$ cat src/hw/rtl/bhfc_pkg.sv
`default_nettype none
package bhfc_pkg;

  // datapath widths
  localparam int ACC_W  = 56;
  localparam int PROD_W = 46;
  localparam int MULA_W = 28;
  localparam int MULB_W = 18;
  localparam int DIFF_W = 17;
  localparam int AREG_W = 34;
  localparam int BREG_W = 26;
  localparam int ROUND_SHIFT = 18;

  // arithmetic constants
  localparam logic signed [MULA_W-1:0] K_LVL = 28'sd1673600;
  localparam logic signed [MULA_W-1:0] K_FF  = 28'sd4284416;
  localparam logic signed [MULA_W-1:0] K_AMB = 28'sd1024000;
  localparam logic [AREG_W-1:0]        K_OFFSET = 34'd40960;
  localparam logic signed [ACC_W-1:0]  K_ROUND  = 56'sd131072;
  localparam logic signed [ACC_W-ROUND_SHIFT-1:0] POWER_LIMIT = 38'sd1000000;
  localparam logic [13:0] TEMP_MAX     = 14'd12800;
  localparam logic signed [13:0] LEVEL_BAND = 14'sd52;

  // flow commands
  localparam logic [4:0] INFLOW_LOW_LEVEL   = 5'd15;
  localparam logic [4:0] OUTFLOW_LOW_LEVEL  = 5'd10;
  localparam logic [4:0] INFLOW_HIGH_LEVEL  = 5'd12;
  localparam logic [4:0] OUTFLOW_HIGH_LEVEL = 5'd20;

  // register indexes
  localparam logic REG_TEMP_TARGET  = 1'b0;
  localparam logic REG_LEVEL_TARGET = 1'b1;

  typedef logic [3:0] step_t;

  typedef enum logic [2:0] {
    A_K_LVL, A_K_FF, A_K_AMB, A_LO, A_HI, A_BREG
  } a_sel_t;

  typedef enum logic [2:0] {
    B_LEVEL, B_INFLOW, B_ERR, B_DTI, B_DTW
  } b_sel_t;

  typedef enum logic [2:0] {
    ACC_HOLD, ACC_INIT, ACC_ADD_SH, ACC_SUB, ACC_ADD
  } acc_op_t;

  typedef enum logic [1:0] {
    OUT_NONE, OUT_POWER, OUT_FLOW
  } out_op_t;

  typedef enum logic [1:0] {
    JC_NONE, JC_NO_EMIT, JC_NO_HEAT, JC_OUT_BUSY
  } jump_t;

  typedef struct packed {
    a_sel_t  a_sel;
    b_sel_t  b_sel;
    acc_op_t acc_op;
    logic    ld_areg;
    logic    ld_breg;
    logic    tick_upd;
    out_op_t out_op;
    jump_t   jc;
    step_t   target;
    logic    last;
  } ucode_t;

  typedef struct packed {
    logic emit;
    logic heat;
    logic out_busy;
  } status_t;

  localparam step_t STEP_POWER_OUT = 4'd7;
  localparam step_t STEP_FLOW      = 4'd8;
  localparam step_t STEP_SKIP      = 4'd9;

  localparam ucode_t CW_NOP = '{
    a_sel: A_K_LVL, b_sel: B_LEVEL, acc_op: ACC_HOLD, ld_areg: 1'b0,
    ld_breg: 1'b0, tick_upd: 1'b0, out_op: OUT_NONE, jc: JC_NONE,
    target: 4'd0, last: 1'b0
  };

  // control store
  function automatic ucode_t ucode_rom(input step_t s);
    ucode_t w;
    w = CW_NOP;
    case (s)
      4'd0: begin
        // count the tick, skip silent ticks, start level scaling
        w.tick_upd = 1'b1;
        w.jc       = JC_NO_EMIT;
        w.target   = STEP_SKIP;
      end
      4'd1: begin
        w.ld_areg = 1'b1;
        w.a_sel   = A_K_FF;
        w.b_sel   = B_INFLOW;
        w.jc      = JC_NO_HEAT;
        w.target  = STEP_FLOW;
      end
      4'd2: begin
        w.ld_breg = 1'b1;
        w.a_sel   = A_LO;
        w.b_sel   = B_ERR;
      end
      4'd3: begin
        w.acc_op = ACC_INIT;
        w.a_sel  = A_HI;
        w.b_sel  = B_ERR;
      end
      4'd4: begin
        w.acc_op = ACC_ADD_SH;
        w.a_sel  = A_BREG;
        w.b_sel  = B_DTI;
      end
      4'd5: begin
        w.acc_op = ACC_SUB;
        w.a_sel  = A_K_AMB;
        w.b_sel  = B_DTW;
      end
      4'd6: begin
        w.acc_op = ACC_ADD;
      end
      4'd7: begin
        w.out_op = OUT_POWER;
        w.jc     = JC_OUT_BUSY;
        w.target = STEP_POWER_OUT;
        w.last   = 1'b1;
      end
      4'd8: begin
        w.out_op = OUT_FLOW;
        w.jc     = JC_OUT_BUSY;
        w.target = STEP_FLOW;
        w.last   = 1'b1;
      end
      default: begin
        w.last = 1'b1;
      end
    endcase
    return w;
  endfunction

endpackage
`default_nettype wire

$ cat src/hw/rtl/bhfc_sequencer.sv
`default_nettype none
module bhfc_sequencer
  import bhfc_pkg::*;
(
  input  wire logic    clk,
  input  wire logic    rst,
  input  wire logic    start,
  input  wire status_t st,
  output logic         busy,
  output ucode_t       cw
);

  step_t  step, step_next;
  logic   busy_next;
  ucode_t rom_w;
  logic   taken;

  // fetch and jump decision
  always_comb begin
    rom_w = ucode_rom(step);
    unique case (rom_w.jc)
      JC_NONE:     taken = 1'b0;
      JC_NO_EMIT:  taken = !st.emit;
      JC_NO_HEAT:  taken = !st.heat;
      JC_OUT_BUSY: taken = st.out_busy;
      default:     taken = 1'b0;
    endcase
  end

  // control word to the datapath, output write held off while waiting
  always_comb begin
    cw = rom_w;
    if (!busy) begin
      cw = CW_NOP;
    end else if (taken) begin
      cw.out_op = OUT_NONE;
    end
  end

  // step counter
  always_comb begin
    step_next = step;
    busy_next = busy;
    priority if (start) begin
      busy_next = 1'b1;
      step_next = '0;
    end else if (busy) begin
      if (taken) begin
        step_next = rom_w.target;
      end else if (rom_w.last) begin
        busy_next = 1'b0;
        step_next = '0;
      end else begin
        step_next = step + 4'd1;
      end
    end
  end

  always_ff @(posedge clk) begin
    if (rst) begin
      busy <= 1'b0;
      step <= '0;
    end else begin
      busy <= busy_next;
      step <= step_next;
    end
  end

endmodule
`default_nettype wire

$ cat src/hw/rtl/bhfc_datapath.sv
`default_nettype none
module bhfc_datapath
  import bhfc_pkg::*;
(
  input  wire logic               clk,
  input  wire logic               rst,
  input  wire logic               cfg_we,
  input  wire logic               cfg_index,
  input  wire logic [13:0]        cfg_data,
  input  wire logic               capture,
  input  wire logic signed [15:0] ambient_temp,
  input  wire logic signed [15:0] water_temp,
  input  wire logic signed [15:0] inlet_temp,
  input  wire logic [12:0]        level,
  input  wire ucode_t             cw,
  output status_t                 st,
  output logic                    out_valid,
  input  wire logic               out_stall,
  output logic signed [20:0]      heater_power,
  output logic [4:0]              inflow,
  output logic [4:0]              outflow
);

  logic [13:0] temp_target;
  logic [12:0] level_target;
  logic [1:0]  tick_count;
  logic [4:0]  last_inflow;

  logic [12:0]              lv;
  logic signed [DIFF_W-1:0] err, dti, dtw;
  logic                     high_err;

  logic [AREG_W-1:0]        areg;
  logic [BREG_W-1:0]        breg;
  logic signed [MULA_W-1:0] mul_a;
  logic signed [MULB_W-1:0] mul_b;
  logic signed [PROD_W-1:0] prod;
  logic signed [ACC_W-1:0]  acc, prod_ext;

  logic [13:0]              tgt;
  logic signed [13:0]       level_err;
  logic signed [ACC_W-ROUND_SHIFT-1:0] quot;
  logic signed [20:0]       power_sat;

  // configuration registers
  always_ff @(posedge clk) begin
    if (rst) begin
      temp_target  <= 14'd0;
      level_target <= 13'd2048;
    end else if (cfg_we) begin
      unique case (cfg_index)
        REG_TEMP_TARGET:  temp_target  <= cfg_data;
        REG_LEVEL_TARGET: level_target <= cfg_data[12:0];
        default: ;
      endcase
    end
  end

  // input capture with the differences the program needs
  always_comb begin
    tgt       = (temp_target > TEMP_MAX) ? TEMP_MAX : temp_target;
    level_err = $signed({1'b0, level_target}) - $signed({1'b0, level});
  end

  always_ff @(posedge clk) begin
    if (capture) begin
      lv       <= level;
      err      <= $signed({3'b000, tgt}) - $signed({water_temp[15], water_temp});
      dti      <= $signed({inlet_temp[15], inlet_temp})
                - $signed({water_temp[15], water_temp});
      dtw      <= $signed({water_temp[15], water_temp})
                - $signed({ambient_temp[15], ambient_temp});
      high_err <= (level_err >= LEVEL_BAND);
    end
  end

  // tick counter
  always_ff @(posedge clk) begin
    if (rst) begin
      tick_count <= 2'd0;
    end else if (cw.tick_upd) begin
      tick_count <= (tick_count == 2'd3) ? 2'd1 : tick_count + 2'd1;
    end
  end

  // operand selection
  always_comb begin
    unique case (cw.a_sel)
      A_K_LVL: mul_a = K_LVL;
      A_K_FF:  mul_a = K_FF;
      A_K_AMB: mul_a = K_AMB;
      A_LO:    mul_a = $signed({11'd0, areg[16:0]});
      A_HI:    mul_a = $signed({11'd0, areg[33:17]});
      A_BREG:  mul_a = $signed({2'd0, breg});
      default: mul_a = '0;
    endcase
    unique case (cw.b_sel)
      B_LEVEL:  mul_b = $signed({5'd0, lv});
      B_INFLOW: mul_b = $signed({13'd0, last_inflow});
      B_ERR:    mul_b = $signed({err[DIFF_W-1], err});
      B_DTI:    mul_b = $signed({dti[DIFF_W-1], dti});
      B_DTW:    mul_b = $signed({dtw[DIFF_W-1], dtw});
      default:  mul_b = '0;
    endcase
  end

  // shared multiplier, registered product
  always_ff @(posedge clk) begin
    prod <= mul_a * mul_b;
  end

  // partial-term registers
  always_ff @(posedge clk) begin
    if (cw.ld_areg) begin
      areg <= prod[AREG_W-1:0] + K_OFFSET;
    end
    if (cw.ld_breg) begin
      breg <= prod[BREG_W-1:0];
    end
  end

  // accumulator
  assign prod_ext = {{(ACC_W-PROD_W){prod[PROD_W-1]}}, prod};

  always_ff @(posedge clk) begin
    unique case (cw.acc_op)
      ACC_HOLD:   acc <= acc;
      ACC_INIT:   acc <= prod_ext + K_ROUND;
      ACC_ADD_SH: acc <= acc + (prod_ext <<< 17);
      ACC_SUB:    acc <= acc - prod_ext;
      ACC_ADD:    acc <= acc + prod_ext;
      default:    acc <= acc;
    endcase
  end

  // floor shift and saturation
  always_comb begin
    quot = acc[ACC_W-1:ROUND_SHIFT];
    if (quot > POWER_LIMIT) begin
      power_sat = POWER_LIMIT[20:0];
    end else if (quot < -POWER_LIMIT) begin
      power_sat = -(POWER_LIMIT[20:0]);
    end else begin
      power_sat = quot[20:0];
    end
  end

  // output register and last inflow
  always_ff @(posedge clk) begin
    if (rst) begin
      out_valid   <= 1'b0;
      last_inflow <= 5'd0;
    end else begin
      if (cw.out_op != OUT_NONE) begin
        out_valid <= 1'b1;
      end else if (!out_stall) begin
        out_valid <= 1'b0;
      end
      unique case (cw.out_op)
        OUT_NONE: ;
        OUT_POWER: begin
          last_inflow <= 5'd0;
        end
        OUT_FLOW: begin
          last_inflow <= high_err ? INFLOW_HIGH_LEVEL : INFLOW_LOW_LEVEL;
        end
        default: ;
      endcase
    end
  end

  always_ff @(posedge clk) begin
    unique case (cw.out_op)
      OUT_NONE: ;
      OUT_POWER: begin
        heater_power <= power_sat;
        inflow       <= 5'd0;
        outflow      <= 5'd0;
      end
      OUT_FLOW: begin
        heater_power <= '0;
        inflow       <= high_err ? INFLOW_HIGH_LEVEL : INFLOW_LOW_LEVEL;
        outflow      <= high_err ? OUTFLOW_HIGH_LEVEL : OUTFLOW_LOW_LEVEL;
      end
      default: ;
    endcase
  end

  // status to the sequencer
  always_comb begin
    st.emit     = (tick_count == 2'd3);
    st.heat     = (err > 0);
    st.out_busy = out_valid && out_stall;
  end

endmodule
`default_nettype wire

$ cat src/hw/rtl/boiler_heat_and_flow_controller_top.sv
// a heating tick runs microprogram steps 0 to 7, a flow tick steps 0, 1 and
// 8, a silent tick steps 0 and 9 and gives no result; a new tick is taken
// only once the last one is through, the steps sharing one 28x18 multiplier;
// an output stall holds the sequencer at its output step
// reset (synchronous, rst high): sequencer idle, tick counter, last inflow and
// output valid cleared, temp_target 0, level_target 2048
`default_nettype none
module boiler_heat_and_flow_controller_top
  import bhfc_pkg::*;
(
  input  wire logic               clk,
  input  wire logic               rst,
  input  wire logic               cfg_we,
  input  wire logic               cfg_index,
  input  wire logic [13:0]        cfg_data,
  input  wire logic               in_valid,
  output logic                    in_stall,
  input  wire logic signed [15:0] ambient_temp,
  input  wire logic signed [15:0] water_temp,
  input  wire logic signed [15:0] inlet_temp,
  input  wire logic [12:0]        level,
  output logic                    out_valid,
  input  wire logic               out_stall,
  output logic signed [20:0]      heater_power,
  output logic [4:0]              inflow,
  output logic [4:0]              outflow
);

  logic    busy;
  logic    in_xfer;
  ucode_t  cw;
  status_t st;

  // input transfer while the sequencer is idle
  assign in_stall = busy;
  assign in_xfer  = in_valid && !in_stall;

  bhfc_sequencer u_seq (
    .clk   (clk),
    .rst   (rst),
    .start (in_xfer),
    .st    (st),
    .busy  (busy),
    .cw    (cw)
  );

  bhfc_datapath u_dp (
    .clk          (clk),
    .rst          (rst),
    .cfg_we       (cfg_we),
    .cfg_index    (cfg_index),
    .cfg_data     (cfg_data),
    .capture      (in_xfer),
    .ambient_temp (ambient_temp),
    .water_temp   (water_temp),
    .inlet_temp   (inlet_temp),
    .level        (level),
    .cw           (cw),
    .st           (st),
    .out_valid    (out_valid),
    .out_stall    (out_stall),
    .heater_power (heater_power),
    .inflow       (inflow),
    .outflow      (outflow)
  );

endmodule
`default_nettype wire

$ cat config.mk
export PLATFORM = sky130hd
export DESIGN_NAME = boiler_heat_and_flow_controller_top
export DESIGN_NICKNAME = d
export VERILOG_FILES = /design/src/hw/rtl/bhfc_pkg.sv /design/src/hw/rtl/bhfc_sequencer.sv /design/src/hw/rtl/bhfc_datapath.sv /design/src/hw/rtl/boiler_heat_and_flow_controller_top.sv
export SDC_FILE = /design/constraint.sdc
export NUM_CORES = 2
export LEC_CHECK = 0
export BUFFER_PORTS_ARGS = -buffer_cell sky130_fd_sc_hd__buf_2
export CAP_MARGIN = 20
export CORE_MARGIN = 1
export CORE_UTILIZATION = 30
export DETAILED_ROUTE_END_ITERATION = 6
export PLACE_DENSITY_LB_ADDON = 0.1
export SLEW_MARGIN = 20
export SYNTH_ARGS = -nofsm -noshare
export SYNTH_HDL_FRONTEND = slang
export SYNTH_SLANG_ARGS = --single-unit
$ cat constraint.sdc
create_clock -name clk -period 11.95 [get_ports clk]
set_input_delay 1.195 -clock clk [delete_from_list [all_inputs] [get_ports clk]]
set_output_delay 1.195 -clock clk [all_outputs]
set_load 0.005 [all_outputs]
==> qor.txt <==
initial antenna violation count -> 7
first-pass GRT wire length -> 193000 um
Mapped Cells -> 4101
drt pass-1 iters -> 5
Clock Path Buffers -> 3
CORE AREA -> 119000 um^2
most common cell in the synthesized netlist -> inv_1
Yosys top cell by area -> fa_1
Tot GR Track Use -> 21.3%
CP Max Fanout -> 22
PD cells -> 202 nW/um^2
fin crit period -> 9.71 ns
endpoint class of the critical path -> register
status -> completed
maximum VDD drop -> 0.230 mV
Worst Hold Class -> reg2reg
synth unique cells -> 99
post-synth top area share -> 21.7%
die area -> 121000 um^2
hold_buf cts -> 0
Worst Tran Pin Value -> 0.996 ns
final net count -> 4937
postcts setup bufs -> 0
Slew Limit Fails -> 0
post-synthesis sequential area ratio -> 21.7%
GRT overflow -> 0
max_slew headroom -> 33.6%
Reg area -> 7830 um^2
CTS tree -> yes
I/O Pins -> 114
die height -> 348 um
MaxCap Viol Count -> 0
arrival time worst endpoint -> 10.22 ns
Post-synth EDFFs -> 206
synth cell count leaders -> 605 x inv_1, 496 x nand2_1, 390 x fa_1
delay-heaviest family, CP -> adder cells
number of global-route vias before repair -> 29.5k
CTS Root Cell -> clkbuf_16
DRC viols -> 0
synthesis-to-layout area growth -> 10.8%
Worst-Skew Late Latency -> 0.60 ns
# fillers -> 12.6k
Final ANT Viol Nets -> 0
Synthesis Warnings -> 0
drt total wl -> 130000 um
share of layout cells above drive strength 1 -> 7.72%
gpl congestion -> 0.867
Syn Area/Cell -> 8.78 um^2
htree depth -> 2
Clock Skew -> 0.0198 ns
cell repeated most along the worst path -> fa_1
Fin Setup TNS -> 0 ns
Synth async-reset ratio -> 0%
worst slack, placed -> 2.25 ns
Worst Setup Start Kind -> register
Yosys reg bits -> 288
fmax -> 103 MHz
Synth Cell Area -> 36000 um^2
Final setup viols -> 0
Hold Fails Final Rpt -> 0
synth top area cells -> fa_1 22%, edfxtp_1 17%, ha_1 11%
CTS Sinks -> 288
Multi-input gate area -> 25200 um^2
WP data required -> 12.47 ns
Initial DRC Count -> 1851
Port Buffer Count -> 111
slowest stage delay, CP -> 0.62 ns
largest net degree at the start of global routing -> 70
via/cell ratio -> 5.03
total number of vias -> 29.1k
setup repair after global routing missed its margin -> false
Reg clk slew, reported paths -> 0.06 ns
fin worst setup slack -> 2.24 ns
Pleak -> 17.8 nW
critical path type -> reg2reg
Site Rows -> 126
WL/cell -> 22.4 um
DIE WIDTH -> 348 um
TritonCTS buffer count -> 40
hpwl dp -> 104000 um
Initial Util -> 30.4%
Synth Flop Type -> edfxtp_1
Buf+Inv Stages, Crit Path -> 5
cell at the slowest stage of the critical path -> clkinv_1
fin crit share -> 81.2%
PostCTS Resize Cnt -> 0
## cells by family (layout without fill, tap and decap cells)
kind of cell               count (synthesis)  count (layout)  share of synthesized area [%]
AOI/OAI and AO/OA                        809             809                           14.9
xor gates and xnor gates                 240             240                           5.86
adders and majority gates                704             704                           32.6
buffers and inverters                    788             870                           8.45
DFF                                      288             288                           21.7
muxes                                     30              30                          0.852
other                                      1               3                         0.0104
and+or+nand+nor                         1241            1241                           15.6
## power by group
group,total (W),internal [W],leakage [nW],switching (W)
Sequential,0.00147,0.00127,2.57,0.000200
Clock,0.00129,0.000769,0.676,0.000520
Combinational,0.00531,0.00205,14.6,0.00326
Total,0.00806,0.00408,17.8,0.00398
## routing by layer
metal / vias up / wire length, um / GRT usage (%) / share of wire, %
met1: 14600 / 59600 / 29.1 / 46
li1: 13800 / - / - / -
met3: 138 / 4780 / 2.16 / 3.7
met2: 621 / 61400 / 35.6 / 47
met5: - / 8 / 0 / 0.0062
met4: 2 / 3740 / 6.04 / 2.9
## worst reg2reg max path: cells and delay by family, from the launching register on
| family | cells | cell delay, ns |
|---|---|---|
| AND/OR/NAND/NOR | 8 | 2.30 |
| adder cells (fa/ha/maj) | 7 | 3.49 |
| AO/OA/AOI/OAI | 8 | 1.95 |
| flip-flops | 1 | 0.61 |
| buffers and inverters | 5 | 1.25 |
## cell type report
cell class / count / area share [%]
clock buffer: 50 / 2.87
tap: 1600 / 5.02
timing repair buffer: 190 / 2.88
inverter: 606 / 5.70
multi-input combinational: 3026 / 63.3
sequential: 288 / 19.6
clock inverter: 24 / 0.602
antenna: 1 / 0.00627
## stage by stage
| stage | area [um^2] | hold WS [ns] | instances | utilization [%] | power, W |
|---|---|---|---|---|---|
| after CTS | 39900 | 0.458 | 5784 | 33.6 | 0.00817 |
| after global placement | 38500 | 0.444 | 5710 | 32.5 | 0.00687 |
| after global routing | 39900 | 0.482 | 5784 | 33.6 | 0.00872 |
| final | 39900 | 0.458 | 5785 | 33.6 | 0.00806 |
| after detailed placement | 38500 | 0.449 | 5710 | 32.5 | 0.00681 |
| after floorplan | 36000 | 0.429 | 4102 | - | 0.00516 |
## sequential cells by signal (all words and copies together) (netlist names)
register	flops
u_dp.acc	56
u_dp.areg	34
u_dp.breg	26
u_dp.dti	17
u_dp.dtw	17
u_dp.err	17
u_dp.heater_power	21
u_dp.high_err	1
u_dp.inflow	2
u_dp.last_inflow	2
u_dp.level_target	13
u_dp.lv	13
u_dp.out_valid	1
u_dp.outflow	2
u_dp.prod	45
u_dp.temp_target	14
u_dp.tick_count	2
u_seq.busy	1
u_seq.step	4
## placed cells by master (no fill, tap or decap), types with 10 or more instances in the layout
master	instances
nand4_1	38
o21ai_0	135
o21ai_1	24
o41ai_1	10
ha_1	314
o211ai_1	17
xnor2_1	151
and2_1	27
and3_1	46
dfxtp_1	82
a221o_1	12
fa_1	390
buf_2	111
a21o_1	86
buf_4	79
inv_1	605
nand2_1	496
a31oi_1	18
nand2b_1	31
o21a_1	56
a22o_1	11
clkbuf_16	45
o221ai_1	17
o21bai_1	22
xor2_1	88
nor3_1	35
a211oi_1	25
a22oi_1	23
nor4_1	26
nor2_1	368
nand3_1	61
o31ai_1	16
mux2i_1	25
nor2b_1	47
edfxtp_1	206
a21oi_1	227
## path summary, 6_finish.rpt
| kind | startpoint | endpoint | slack, ns | cells past startpoint |
|---|---|---|---|---|
| max | u_seq.busy | u_dp.prod[43] | 2.24 | 28 |
| min | u_dp.level_target[0] | u_dp.level_target[0] | 0.46 | 2 |
| max reg2reg | u_seq.busy | u_dp.prod[43] | 2.24 | 28 |
| min reg2reg | u_dp.level_target[0] | u_dp.level_target[0] | 0.46 | 2 |
Note: power is estimated with default switching activity, not from simulation.
